`src/hw/rtl/nce_pkg.sv`:
```
// nce_pkg: shared types and constants for the nonzero coordinate extractor
// no dependencies; imported by nce_odometer and nonzero_coordinate_extractor_top

package nce_pkg;

   localparam int NUM_DIMS    = 6;
   localparam int COORD_W     = 16;
   localparam int COUNT_W     = 31;
   localparam int CSR_INDEX_W = 3;
   localparam int CSR_DATA_W  = 16;
   localparam int RANK_W      = 3;
   localparam int REQ_DATA_W  = 32;
   localparam int RSP_DATA_W  = 128;

   typedef enum logic [CSR_INDEX_W-1:0] {
      CSR_COND_TYPE = 3'd0,
      CSR_RANK      = 3'd1,
      CSR_DIM_0     = 3'd2,
      CSR_DIM_1     = 3'd3,
      CSR_DIM_2     = 3'd4,
      CSR_DIM_3     = 3'd5,
      CSR_DIM_4     = 3'd6,
      CSR_DIM_5     = 3'd7
   } csr_index_type;

   typedef enum logic [1:0] {
      COND_INT32   = 2'd0,
      COND_FLOAT32 = 2'd1,
      COND_BOOL    = 2'd2
   } cond_kind_type;

   typedef logic [NUM_DIMS-1:0][COORD_W-1:0] dim_arr_type;

   // control from the input stage to the odometer
   typedef struct packed {
      logic step;
      logic hit;
      logic last;
   } step_ctrl_type;

endpackage

```
`src/hw/rtl/nonzero_coordinate_extractor_top.sv`:
```
// nonzero_coordinate_extractor_top: input register, truth test, odometer, result register
// depends on nce_pkg and nce_odometer
//
// Usage: condition elements enter on the req_ channel in row-major order, one request
// per element, with req_tlast on the final element of the tensor. Each true element
// gives one result on the rsp_ channel carrying its coordinates and the running true
// count; the last element always gives a result (rsp_tlast high) with the final
// saturating count, and a false last element reports rsp_tuser low and zero coords.
// False elements that are not last give no result.
// Shape and element type are set through the csr_ write port while the block is idle;
// register index 0 is the element type, 1 the rank, 2 to 7 the dimension sizes.
// A request is first captured in the input register; the truth test and odometer then
// load its result into the result register, which drives rsp_.
// Throughput: one request per cycle while the receiver does not stall; the odometer carry
// chain and the truth test are combinational between input register and result register.
// When the receiver stalls, the result register holds and the input register fills;
// req_tready then falls until the held result is taken, even if the element waiting
// in the input register needs no result.
// Synchronous reset clears both valid flags, the odometer and the count, and loads
// the register defaults: int32 elements, rank 1, every dimension size 1.

module nonzero_coordinate_extractor_top #(
   parameter int MAX_RANK = 6
) (
   input  logic                                   clock,
   input  logic                                   reset,
   input  logic                                   csr_we,
   input  logic [nce_pkg::CSR_INDEX_W-1:0]        csr_index,
   input  logic [nce_pkg::CSR_DATA_W-1:0]         csr_wdata,
   input  logic                                   req_tvalid,
   output logic                                   req_tready,
   input  logic [nce_pkg::REQ_DATA_W-1:0]         req_tdata,  // cond_value
   input  logic                                   req_tlast,  // last_elem
   output logic                                   rsp_tvalid,
   input  logic                                   rsp_tready,
   // coord_0..coord_5 at [95:0], true_count at [126:96], zero pad at [127]
   output logic [nce_pkg::RSP_DATA_W-1:0]         rsp_tdata,
   output logic                                   rsp_tuser,  // hit
   output logic                                   rsp_tlast   // done_res
);
   import nce_pkg::*;

   localparam logic [RANK_W-1:0] RankCap = RANK_W'(MAX_RANK);

   // configuration registers
   logic [1:0]        cond_type_ff;
   logic [RANK_W-1:0] rank_ff;
   dim_arr_type       dims_ff;

   // input register
   logic                  in_valid_ff;
   logic [REQ_DATA_W-1:0] in_data_ff;
   logic                  in_last_ff;

   // result register
   logic                  rsp_valid_ff;
   logic                  rsp_valid_in;
   dim_arr_type           rsp_coords_ff;
   logic [COUNT_W-1:0]    rsp_count_ff;
   logic                  rsp_hit_ff;
   logic                  rsp_last_ff;

   logic                  hit;
   logic                  advance;
   logic                  load_rsp;
   logic [RANK_W-1:0]     rank_use;
   step_ctrl_type         ctrl;
   dim_arr_type           coords;
   logic [COUNT_W-1:0]    count_next;

   always_ff @(posedge clock) begin
      if (reset) begin
         cond_type_ff <= COND_INT32;
         rank_ff      <= RANK_W'(1);
         dims_ff      <= {NUM_DIMS{COORD_W'(1)}};
      end else if (csr_we) begin
         unique case (csr_index)
            CSR_COND_TYPE: cond_type_ff <= csr_wdata[1:0];
            CSR_RANK:      rank_ff      <= csr_wdata[RANK_W-1:0];
            CSR_DIM_0:     dims_ff[0]   <= csr_wdata;
            CSR_DIM_1:     dims_ff[1]   <= csr_wdata;
            CSR_DIM_2:     dims_ff[2]   <= csr_wdata;
            CSR_DIM_3:     dims_ff[3]   <= csr_wdata;
            CSR_DIM_4:     dims_ff[4]   <= csr_wdata;
            CSR_DIM_5:     dims_ff[5]   <= csr_wdata;
            default:       ;
         endcase
      end
   end

   assign rank_use = (rank_ff > RankCap) ? RankCap : rank_ff;

   // float is true unless +/-0; the unused code reads like int32
   always_comb begin
      case (cond_type_ff)
         COND_FLOAT32: hit = (in_data_ff[30:0] != '0);
         COND_BOOL:    hit = (in_data_ff[7:0] != '0);
         default:      hit = (in_data_ff != '0);
      endcase
   end

   assign advance    = !rsp_valid_ff || rsp_tready;
   assign req_tready = !in_valid_ff || advance;
   assign load_rsp   = in_valid_ff && advance && (hit || in_last_ff);

   assign ctrl.step = in_valid_ff && advance;
   assign ctrl.hit  = hit;
   assign ctrl.last = in_last_ff;

   nce_odometer #(
      .MAX_RANK (MAX_RANK)
   ) u_odometer (
      .clock      (clock),
      .reset      (reset),
      .ctrl       (ctrl),
      .rank_use   (rank_use),
      .dims       (dims_ff),
      .coords     (coords),
      .count_next (count_next)
   );

   always_ff @(posedge clock) begin
      if (reset) begin
         in_valid_ff <= 1'b0;
      end else if (req_tready) begin
         in_valid_ff <= req_tvalid;
      end
   end

   always_ff @(posedge clock) begin
      if (req_tready && req_tvalid) begin
         in_data_ff <= req_tdata;
         in_last_ff <= req_tlast;
      end
   end

   always_comb begin
      rsp_valid_in = rsp_valid_ff;
      if (load_rsp) begin
         rsp_valid_in = 1'b1;
      end else if (rsp_tready) begin
         rsp_valid_in = 1'b0;
      end
   end

   always_ff @(posedge clock) begin
      if (reset) begin
         rsp_valid_ff <= 1'b0;
      end else begin
         rsp_valid_ff <= rsp_valid_in;
      end
   end

   always_ff @(posedge clock) begin
      if (load_rsp) begin
         rsp_coords_ff <= coords;
         rsp_count_ff  <= count_next;
         rsp_hit_ff    <= hit;
         rsp_last_ff   <= in_last_ff;
      end
   end

   assign rsp_tvalid = rsp_valid_ff;
   assign rsp_tdata  = {1'b0, rsp_count_ff, rsp_coords_ff};
   assign rsp_tuser  = rsp_hit_ff;
   assign rsp_tlast  = rsp_last_ff;

`ifndef SYNTH
   // a result for a false element only comes from the last element
   a_miss_is_last : assert property (@(posedge clock) disable iff (reset)
      rsp_valid_ff && !rsp_hit_ff |-> rsp_last_ff)
      else $error("false element result without done");
   // a false element reports zero coordinates
   a_miss_zero_coords : assert property (@(posedge clock) disable iff (reset)
      rsp_valid_ff && !rsp_hit_ff |-> (rsp_coords_ff == '0))
      else $error("false element result with nonzero coords");
   // a true element has been counted
   a_hit_counted : assert property (@(posedge clock) disable iff (reset)
      rsp_valid_ff && rsp_hit_ff |-> (rsp_count_ff != '0))
      else $error("true element result with zero count");
   // an empty result register never blocks requests
   a_ready_when_empty : assert property (@(posedge clock) disable iff (reset)
      !rsp_valid_ff |-> req_tready)
      else $error("request blocked with result register empty");
`endif

endmodule

```
`src/hw/rtl/nce_odometer.sv`:
```
// nce_odometer: row-major position counter and saturating true count
// depends on nce_pkg

module nce_odometer #(
   parameter int MAX_RANK = 6
) (
   input  logic                                    clock,
   input  logic                                    reset,
   input  nce_pkg::step_ctrl_type                  ctrl,
   input  logic [nce_pkg::RANK_W-1:0]              rank_use,
   input  nce_pkg::dim_arr_type                    dims,
   output nce_pkg::dim_arr_type                    coords,
   output logic [nce_pkg::COUNT_W-1:0]             count_next
);
   import nce_pkg::*;

   logic [MAX_RANK-1:0][COORD_W-1:0] pos_ff;
   logic [MAX_RANK-1:0][COORD_W-1:0] pos_in;
   logic [COUNT_W-1:0]               count_ff;
   logic [COUNT_W-1:0]               count_in;

   // carry ripples from the innermost digit in use outward
   always_comb begin
      logic carry;
      logic wrap;
      carry  = 1'b1;
      wrap   = 1'b0;
      pos_in = pos_ff;
      for (int k = MAX_RANK - 1; k >= 0; k--) begin
         if (RANK_W'(k) < rank_use) begin
            wrap = ({1'b0, pos_ff[k]} + (COORD_W+1)'(1)) >= {1'b0, dims[k]};
            if (carry) begin
               pos_in[k] = wrap ? '0 : pos_ff[k] + COORD_W'(1);
            end
            carry = carry & wrap;
         end
      end
   end

   always_comb begin
      count_in = count_ff;
      if (ctrl.hit && (count_ff != {COUNT_W{1'b1}})) begin
         count_in = count_ff + COUNT_W'(1);
      end
   end

   assign count_next = count_in;

   always_comb begin
      coords = '0;
      for (int k = 0; k < MAX_RANK; k++) begin
         if (ctrl.hit && (RANK_W'(k) < rank_use)) begin
            coords[k] = pos_ff[k];
         end
      end
   end

   always_ff @(posedge clock) begin
      if (reset) begin
         pos_ff   <= '0;
         count_ff <= '0;
      end else if (ctrl.step) begin
         if (ctrl.last) begin
            pos_ff   <= '0;
            count_ff <= '0;
         end else begin
            pos_ff   <= pos_in;
            count_ff <= count_in;
         end
      end
   end

`ifndef SYNTH
   // the count only moves on a step
   a_count_hold : assert property (@(posedge clock) disable iff (reset)
      !ctrl.step |=> $stable(count_ff))
      else $error("true count changed without a step");
   // a last element always leaves a clean scan
   a_clear_after_last : assert property (@(posedge clock) disable iff (reset)
      ctrl.step && ctrl.last |=> (count_ff == '0) && (pos_ff == '0))
      else $error("scan not cleared after last element");
   // count never decreases except on the clear
   a_count_mono : assert property (@(posedge clock) disable iff (reset)
      ctrl.step && !ctrl.last |=> count_ff >= $past(count_ff))
      else $error("true count went backward");
`endif

endmodule
```
`config.mk`:
```
export PLATFORM = sky130hd
export DESIGN_NAME = nonzero_coordinate_extractor_top
export DESIGN_NICKNAME = d
export VERILOG_FILES = /design/src/hw/rtl/nce_pkg.sv /design/src/hw/rtl/nonzero_coordinate_extractor_top.sv /design/src/hw/rtl/nce_odometer.sv
export SDC_FILE = /design/constraint.sdc
export NUM_CORES = 1
export LEC_CHECK = 0
export ABC_AREA = 1
export BUFFER_PORTS_ARGS = -buffer_cell sky130_fd_sc_hd__buf_2
export CORE_ASPECT_RATIO = 1.5
export CORE_UTILIZATION = 55
export CTS_CLUSTER_DIAMETER = 60
export DETAILED_ROUTE_END_ITERATION = 10
export PLACE_DENSITY = 0.75
export SYNTH_ARGS = -nofsm -noshare
export SYNTH_HDL_FRONTEND = slang
export SYNTH_SLANG_ARGS = --single-unit
export TNS_END_PERCENT = 20
```
`constraint.sdc`:
```
create_clock -name clock -period 10.8 [get_ports clock]
set_input_delay 1.08 -clock clock [delete_from_list [all_inputs] [get_ports clock]]
set_output_delay 1.08 -clock clock [all_outputs]
set_load 0.005 [all_outputs]
```
---- Yosys cells after proc, flatten, opt, wreduce, memory -nomap -nowiden ----
Index checks and enable logic that the tools add are counted.
cells by class
  add/subtract/negate cells ............... 13
  magnitude comparators ................... 13
  equality and inequality tests ........... 10
  multiplexer cells ....................... 29
  bitwise operators ....................... 4
  reduce and logical (&&, ||, !) cells .... 45
operator list
  kind                   count
  $mux 16                17
  $add 16x1->17 const B  6
  $ge 17x16->1           6
  $add 16x1->16 const B  6
  $mux 96                1
  $mux 31                2
  $reduce_bool 32->1     1
  $add 31x1->31 const B  1
  $ne 31x31->1 const B   1
  $reduce_bool 31->1     1
  $reduce_bool 2->1      12
  $reduce_and 2->1       9
  $reduce_and 3->1       5
  $eq 3x3->1 const B     4
  $logic_and 1x1->1      10
  $reduce_bool 8->1      1
  $mux 1                 7
  $eq 3x2->1 const B     2
  $lt 1x3->1 const A     2
  $lt 2x3->1 const A     2
  $lt 3x3->1 const A     2
  $and 1x1->1            4
  $eq 3x1->1 const B     1
  $gt 3x3->1 const B     1
  7 further kinds        10
word-level totals
  flip-flop bits (word level) ............. 392

---- Longest topological paths before layout ----
Gate-level depths: netlist of the first run.
  word-level depth ........................ 15
  mapped depth ............................ 27

---- Modules after synthesis ----
From an unflattened synthesis of the first run, not the netlist that was laid out.
unflattened totals
  cell total of the unflattened synthesis .. 2479
  area, all modules ....................... 20012.9 µm²
modules (own cells, without submodules)
  module                            times used  cells an instance  area each (µm²)  sequential area each (µm²)
  nce_odometer                      1           1803               11273.3          2542.4
  nonzero_coordinate_extractor_top  1           676                8739.6           6926.6

---- Worst setup path after synthesis of the first run ----
Ideal clock, no wire load.
  kind .................................... input port to flip-flop
  start point ............................. input port rsp_tready
  end point ............................... register rsp_count_ff[0] (enable)
  setup time .............................. 0.662 ns
  data arrival time ....................... 7.596 ns
  required time ........................... 10.138 ns
  setup slack ............................. 2.542 ns
  stages on the path ...................... 4
  path buffers ............................ 0
  cell sequence ........................... inv_1 nand2_1 nand2_1 a21oi_1
on the way
  cells in the longest elaborated chain, start to end .. 3
ends and longest elaborated chain
  what                             RTL line                                 RTL
  start, declared                  nonzero_coordinate_extractor_top.sv:35   input logic rsp_tready,
  $logic_or 1x1->1                 nonzero_coordinate_extractor_top.sv:102  assign advance = !rsp_valid_ff || rsp_tready;
  $logic_and 1x1->1 (2 in series)  nonzero_coordinate_extractor_top.sv:104  assign load_rsp = in_valid_ff && advance && (hit || in_last_ff);
  named net load_rsp               nonzero_coordinate_extractor_top.sv:65   logic load_rsp;
  end signal, assigned             nonzero_coordinate_extractor_top.sv:157  rsp_count_ff <= count_next;
  end, declared                    nonzero_coordinate_extractor_top.sv:59   logic [COUNT_W-1:0] rsp_count_ff;
The timed path passes the listed nets, and every way through them passes these cells.
A chain may end at the register's enable or synchronous reset.

---- Worst setup path after layout of the first run ----
  start point ............................. register u_odometer.pos_ff[64] (netlist bit)
  end point ............................... register u_odometer.pos_ff[16] (netlist bit)
on the way
  cells in the longest elaborated chain, start to end .. 10
ends and longest elaborated chain
  what                             RTL line            RTL
  start, declared                  nce_odometer.sv:17  logic [MAX_RANK-1:0][COORD_W-1:0] pos_ff;
  start signal, assigned           nce_odometer.sv:67  pos_ff <= pos_in;
  $add 16x1->17 (*)                nce_odometer.sv:31  wrap = ({1'b0, pos_ff[k]} + (COORD_W+1)'(1)) >= {1'b0, dims[k]};
  $ge 17x16->1 (*)                 nce_odometer.sv:31
  $and 1x1->1 (*)                  nce_odometer.sv:35  carry = carry & wrap;
  $mux 1 (*)                       nce_odometer.sv:30  if (RANK_W'(k) < rank_use) begin
  $and 1x1->1                      nce_odometer.sv:35
  $mux 1 (*)                       nce_odometer.sv:30
  $and 1x1->1                      nce_odometer.sv:35
  $mux 1 (*)                       nce_odometer.sv:30
  $reduce_bool 2->1 (no line) (*)  -
  $reduce_and 3->1 (no line) (*)   -
Mark *: on every way between the ends. The rest lies on a longest branch, timed or not.

==> results of run 1 <==
[worst max-delay path by stage]
stage | from | end | cells past startpoint
2_1_floorplan | rsp_tready | rsp_count_ff[0]$_DFFE_PP_ | 4
3_3_place_gp | u_odometer.pos_ff[48]$_SDFFE_PP0P_ | u_odometer.pos_ff[16]$_SDFFE_PP0P_ | 25
3_5_place_dp | u_odometer.pos_ff[64]$_SDFFE_PP0P_ | u_odometer.pos_ff[16]$_SDFFE_PP0P_ | 23
4_1_cts | u_odometer.pos_ff[64]$_SDFFE_PP0P_ | u_odometer.pos_ff[16]$_SDFFE_PP0P_ | 23
5_1_grt | u_odometer.pos_ff[64]$_SDFFE_PP0P_ | u_odometer.pos_ff[16]$_SDFFE_PP0P_ | 23
6_report | u_odometer.pos_ff[64]$_SDFFE_PP0P_ | u_odometer.pos_ff[16]$_SDFFE_PP0P_ | 23
[layout by cell type (no fill, tap or decap), drive strengths merged, types with 81 or more instances in the layout]
| cell type | count |
|---|---|
| a21oi | 265 |
| buf | 196 |
| inv | 373 |
| xor2 | 88 |
| dfxtp | 230 |
| edfxtp | 162 |
| nand4 | 81 |
| nand2 | 452 |
| ha | 105 |
| o21ai | 135 |
| nor2 | 220 |
[power groups by stage]
stage / clock (mW) / combinational [mW] / sequential, mW
finish: 1.31 / 0.236 / 1.60
global route: 1.39 / 0.264 / 1.60
CTS: 1.34 / 0.235 / 1.60
detailed placement: 0 / 0.235 / 1.63
global placement: 0 / 0.228 / 1.63
floorplan: 0 / 0.154 / 1.64
[layout make-up]
type / count / area (sq um)
fillers: 2945 / 12900
flip-flops and latches: 392 / 9470
multi-input cells: 1508 / 8350
inverters: 372 / 1400
clock buffers: 53 / 1110
repair buffers: 196 / 1010
well taps: 473 / 592
clock inverters: 16 / 120
diodes: 1 / 2.50
[cell families (layout without fill, tap and decap cells)]
| logic type | count (synthesis) | after routing |
|---|---|---|
| simple gates | 888 | 888 |
| buf+inv | 455 | 637 |
| compound gates | 416 | 416 |
| flops | 392 | 392 |
| fa+ha+maj | 105 | 105 |
| xor+xnor | 98 | 98 |
| other cells | 1 | 2 |
[critical path, stage by stage (launching register included)]
cell and delay, ps:
dfxtp_1 390, inv_1 100, nor3_1 350, nand4_1 200
nor2_1 220, nand3_1 160, nor3_1 320, nand2_1 120
xor2_1 170, ha_1 340, nand4_1 110, nor4_1 310
nand2_1 120, nand3_2 150, nand2_2 80, nand2_2 90
nand3_2 80, nand2_2 480, nand2_1 130, nand2_2 120
nand2_4 160, nand2_1 110, nand2_1 50, nor2_1 110
[stage by stage]
step,utilization (%),total power [mW],worst slack [ps]
after floorplan,-,1.79,2540
after global placement,59.5,1.86,6580
after detailed placement,59.5,1.86,6410
after CTS,63.0,3.17,6330
after global routing,63.0,3.26,5860
final,63.0,3.15,6250
[flip-flops by register name (all words and copies together), names as in the netlist]
| signal | cells |
|---|---|
| dims_ff | 96 |
| rsp_tdata | 96 |
| u_odometer.pos_ff | 96 |
| in_data_ff | 32 |
| rsp_count_ff | 31 |
| u_odometer.count_ff | 31 |
| rank_ff | 3 |
| cond_type_ff | 2 |
| in_last_ff | 1 |
| in_valid_ff | 1 |
| rsp_tlast | 1 |
| rsp_tuser | 1 |
| rsp_tvalid | 1 |
[per-layer routing]
| layer | wire [um] | share of wire (%) |
|---|---|---|
| met1 | 18600 | 40 |
| met2 | 23000 | 49 |
| met3 | 2430 | 5.2 |
| met4 | 2490 | 5.3 |
| met5 | 23 | 0.049 |
==> results.cfg, run 1 <==
[power]
powerDensity_nw_per_um2 = 143
leakagePower_nw = 9.11
p_int_mw = 2.40
net-switching-power_mw = 0.743
clkPwrFrac_pct = 41.7
power_frac_seq_pct = 50.8
combPwrFrac_pct = 7.5
ir_drop_mv = 0.111
switching_share_pct = 23.6

[floorplan]
io_pins = 189
chipHeight_um = 233
core_area_sq_um = 35000
die_w_um = 156
rows = 84
dieArea_sq_um = 36300
start_util_pct = 55.9

[yosys]
synth_simple_gate_area_share_pct = 20.3
synth_top_family_by_area = simple AND/OR/NAND/NOR gates
yosys.cell_types.count = 45
ys_top_cells_by_area = edfxtp_1 (25%), dfxtp_1 (24%), nand2_1 (8.0%)
ys.flop_type = dfxtp_1
synthDominantCellAreaShare_pct = 24.9
yosys_warnings = 0
synth_area_sq_um = 19600
synth_xor_area_share_pct = 4.39
yosys.area_share.adder_pct = 6.72
yosysSeqAreaShare_pct = 48.4
post-synth-top-area-cell = edfxtp_1
synth_most_common_cell = nand2_1
syn_area_per_cell_sq_um = 8.31
synth_mux_area_share_pct = 0
synthesis.instances = 2355
synth-compound-area-share_pct = 11.3
synth_fp_nets = 2517
netlist_top_cells_count = nand2_1 (418), inv_1 (362), a21oi_1 (245), dfxtp_1 (230), nor2_1 (216)
ys_seq_elements = 392
synth-edff-count = 162
async_reset_ff_share_pct = 0

[layout]
area_delta_synth_final_pct = 12.7
layout-drive-gt1-share_pct = 13.5
fin_nets = 2670
fin_cells = 3011
design_area_sq_um = 22100

[clocking]
ctsResizeCount = 0
cts_max_level = 2
cts_tree = yes
post_cts_buffers = 0
path_clk_slew_ps = 60
postCtsHoldBufs = 0
worstSkewPairLatency_ps = 550
root_buffer = clkbuf_16
numClockSinks = 392
clockBufferDepth = 3
numCtsBuffers = 38

[hold_path]
worstHoldPathCells = 2
worstHoldStart = dims_ff[46]$_SDFFE_PP0P_
whs_endpoint = dims_ff[46]$_SDFFE_PP0P_
min_path_type = flop to flop

[route]
wl_um = 46500
drt_first_pass_iters = 5
drtIter0Drc = 923
vias_per_cell = 5.31
num_vias = 16000
drcViolationCount = 0
routedWlPerCell_um = 15.5
ant_nets = 0

[global_route]
use_met1_pct = 29.6
top_usage_layer = met2
grt_pass1_wl_um = 73800
grt_usage_pct = 25.7
antenna_found_initial = 3
grt_pass1_vias = 15400
met3_usage_pct = 3.43
grt_max_degree = 94
use_met2_pct = 45.6
gr-total-overflow = 0

[timing]
tightest_slew_ps = 1180
finalSetupViolations = 0
holdWs_ps = 460
slew_headroom_pct = 21.0
finalCriticalPeriod_ps = 4550
timing.setup.tns_ps = 0
rsz0062_at_grt = false
hold_viol = 0
period_share_pct = 42.1
clock_skew_ps = 16.8
max_freq_mhz = 220
slew_viol_final = 0

[placed_design]
place.gp.congestion = 1.00
place_hpwl_um = 34000
port_buffers = 187
place_inst = 2941
place_area_sq_um = 20800

[setup_path]
cp.arrival_ps = 5030
r2r_end = u_odometer.pos_ff[16]$_SDFFE_PP0P_
cp-start-kind = flop
reg2reg_depth = 23
worstPathRequired_ps = 11280
crit_type = flop to flop
crit_fanout = 32
r2r_setup_slack_ps = 6250
reg2reg_from = u_odometer.pos_ff[64]$_SDFFE_PP0P_
endpoint_kind = flop

[run]
drv_cap = 0

[outcome]
outcome = finished, final reports clean
Power figures use the tool's default switching activity.
==> run 2: changes to the inputs <==
--- a/config.mk
+++ b/config.mk
@@ -8,10 +8,10 @@
 export ABC_AREA = 1
 export BUFFER_PORTS_ARGS = -buffer_cell sky130_fd_sc_hd__buf_2
 export CORE_ASPECT_RATIO = 1.5
-export CORE_UTILIZATION = 55
+export CORE_UTILIZATION = 54
 export CTS_CLUSTER_DIAMETER = 60
 export DETAILED_ROUTE_END_ITERATION = 10
-export PLACE_DENSITY = 0.75
+export PLACE_DENSITY = 0.77
 export SYNTH_ARGS = -nofsm -noshare
 export SYNTH_HDL_FRONTEND = slang
 export SYNTH_SLANG_ARGS = --single-unit
==> constraint.sdc (replaced) <==
create_clock -name clock -period 3.9 [get_ports clock]
set_input_delay 0.39 -clock clock [delete_from_list [all_inputs] [get_ports clock]]
set_output_delay 0.39 -clock clock [all_outputs]
set_load 0.005 [all_outputs]
==> results.cfg, run 2 (synthesized netlist as in run 1, its figures left out) <==
[floorplan]
rows = 85
dieArea_sq_um = 37000
core_area_sq_um = 35800
die_w_um = 157
chipHeight_um = 235
start_util_pct = 54.6
io_pins = 189

[layout]
layout_common_cells = nand2_1 (418), inv_1 (360), a21oi_1 (243), dfxtp_1 (227), nor2_1 (210)
layout-drive-gt1-share_pct = 15.6
mostFrequentLayoutCell = nand2_1
area_delta_synth_final_pct = 15.7
fin_cells = 3056
fin_nets = 2710

[clocking]
cts_tree = yes
numClockSinks = 392
clockBufferDepth = 3
root_buffer = clkbuf_16
worstSkewPairLatency_ps = 550
path_clk_slew_ps = 60
cts_max_level = 2
numCtsBuffers = 38

[route]
routedWlPerCell_um = 15.8
wl_um = 48400
drcViolationCount = 0
ant_nets = 0
num_vias = 16300
vias_per_cell = 5.35
drtIter0Drc = 1078
drt_first_pass_iters = 5

[setup_path]
worstPathRequired_ps = 4290
endpoint_kind = flop
crit_type = flop to flop
cp-start-kind = flop
crit_fanout = 8
cp.arrival_ps = 4070

[timing]
hold_viol = 0
slew_headroom_pct = 19.8
finalSetupViolations = 0
holdWs_ps = 21.5
timing.setup.tns_ps = 0
finalCriticalPeriod_ps = 3680
slew_viol_final = 0
period_share_pct = 94.3
tightest_slew_ps = 1200
setup_slack_ps = 221
clock_skew_ps = 21.8
rsz0062_at_grt = true
max_freq_mhz = 272

[outcome]
outcome = finished, final reports clean

[placed_design]
port_buffers = 187
place.gp.congestion = 0.980
place_inst = 2969
place_hpwl_um = 34400
post-place-ws_ps = -1.09

[global_route]
grt_pass1_vias = 16000
use_met1_pct = 30.5
grt_pass1_wl_um = 77100
use_met2_pct = 46.1
antenna_found_initial = 3
grt_usage_pct = 26.1
met3_usage_pct = 3.85
grt_max_degree = 90
top_usage_layer = met2
gr-total-overflow = 0

[power]
leakagePower_nw = 9.41
ir_drop_mv = 0.339
powerDensity_nw_per_um2 = 390
finalPower_mw = 8.82

[run]
drv_cap = 0

[hold_path]
min_path_type = input pin to flop
==> run 2: cell count changes in the layout (fill, tap and decap cells not counted), moves of 4 or more <==
cell           change
buf_4             +25
dlygate4sd3_1     +11
nor3_1            -11
nor3_2             +6
nor2_1             -5
nor3_4             +5
nand3_1            -4
nand3_2            +4
nor4_1             -4
nor4_2             +4
==> run 2: layout make-up <==
type                    count  area, sq um
repair buffers            234         1340
inverters                 372         1400
clock buffers              54         1110
flip-flops and latches    392         9470
multi-input cells        1510         8590
well taps                 478          598
fillers                  3031        13200
clock inverters            14          124
diodes                      2         5.00
==> run 2: stage by stage <==
stage	util (%)	instance area, sq um
6_report	63.2	22600
3_3_place_gp	58.6	21000
3_5_place_dp	58.6	21000
5_1_grt	63.2	22600
2_1_floorplan	-	19600
4_1_cts	62.4	22300
==> run 2: where the power goes <==
| part | internal (mW) | total [mW] | switching [mW] |
|---|---|---|---|
| Clock | 2.13 | 3.68 | 1.55 |
| Sequential | 4.38 | 4.42 | 0.0398 |
| Combinational | 0.233 | 0.715 | 0.482 |
==> run 2: path summary, 6_finish.rpt <==
path | to | startpoint | depth (start not counted) | slack, ps
worst max register to register | u_odometer.pos_ff[23]$_SDFFE_PP0P_ | u_odometer.pos_ff[64]$_SDFFE_PP0P_ | 24 | 220
worst min-delay path | in_data_ff[11]$_DFFE_PP_ | req_tdata[11] | 1 | 20
worst min register to register | dims_ff[21]$_SDFFE_PP0P_ | dims_ff[21]$_SDFFE_PP0P_ | 2 | 460
worst max-delay path | u_odometer.pos_ff[23]$_SDFFE_PP0P_ | u_odometer.pos_ff[64]$_SDFFE_PP0P_ | 24 | 220
==> run 2: per-layer routing <==
metal	vias to the layer above	part of all wire (%)	wire [um]
met3	169	5.4	2620
met2	499	51	24500
li1	8075	-	-
met5	-	0.045	22
met4	4	4.6	2230
met1	7599	39	19000
==> run 2: worst max-delay path: stages (launching register included) <==
cell and delay, ps:
dfxtp_2 370, inv_1 110, nor3_2 220, nand4_1 150, nor2_2 170, nand3_1 140, nor3_2 160, buf_4 150
xor2_1 170, inv_1 100, ha_1 310, nand2_1 70, nor2_1 100, nand4_1 140, nand3b_1 200, nand3_2 100
nand2_2 70, nand2_2 90, nand3_2 80, nand2_2 110, nand2_1 100, nand2_4 130, nand2_4 130, nand2_2 110
a21oi_2 50
==> run 2: repair_timing <==
item                       CTS  global route
hold buffers                 9             2
resized for setup            2            45
buffers inserted             0             4
hold endpoints to repair     9             2
gates cloned                 0             2
pin swaps                    0             6
setup endpoints to repair    9            79
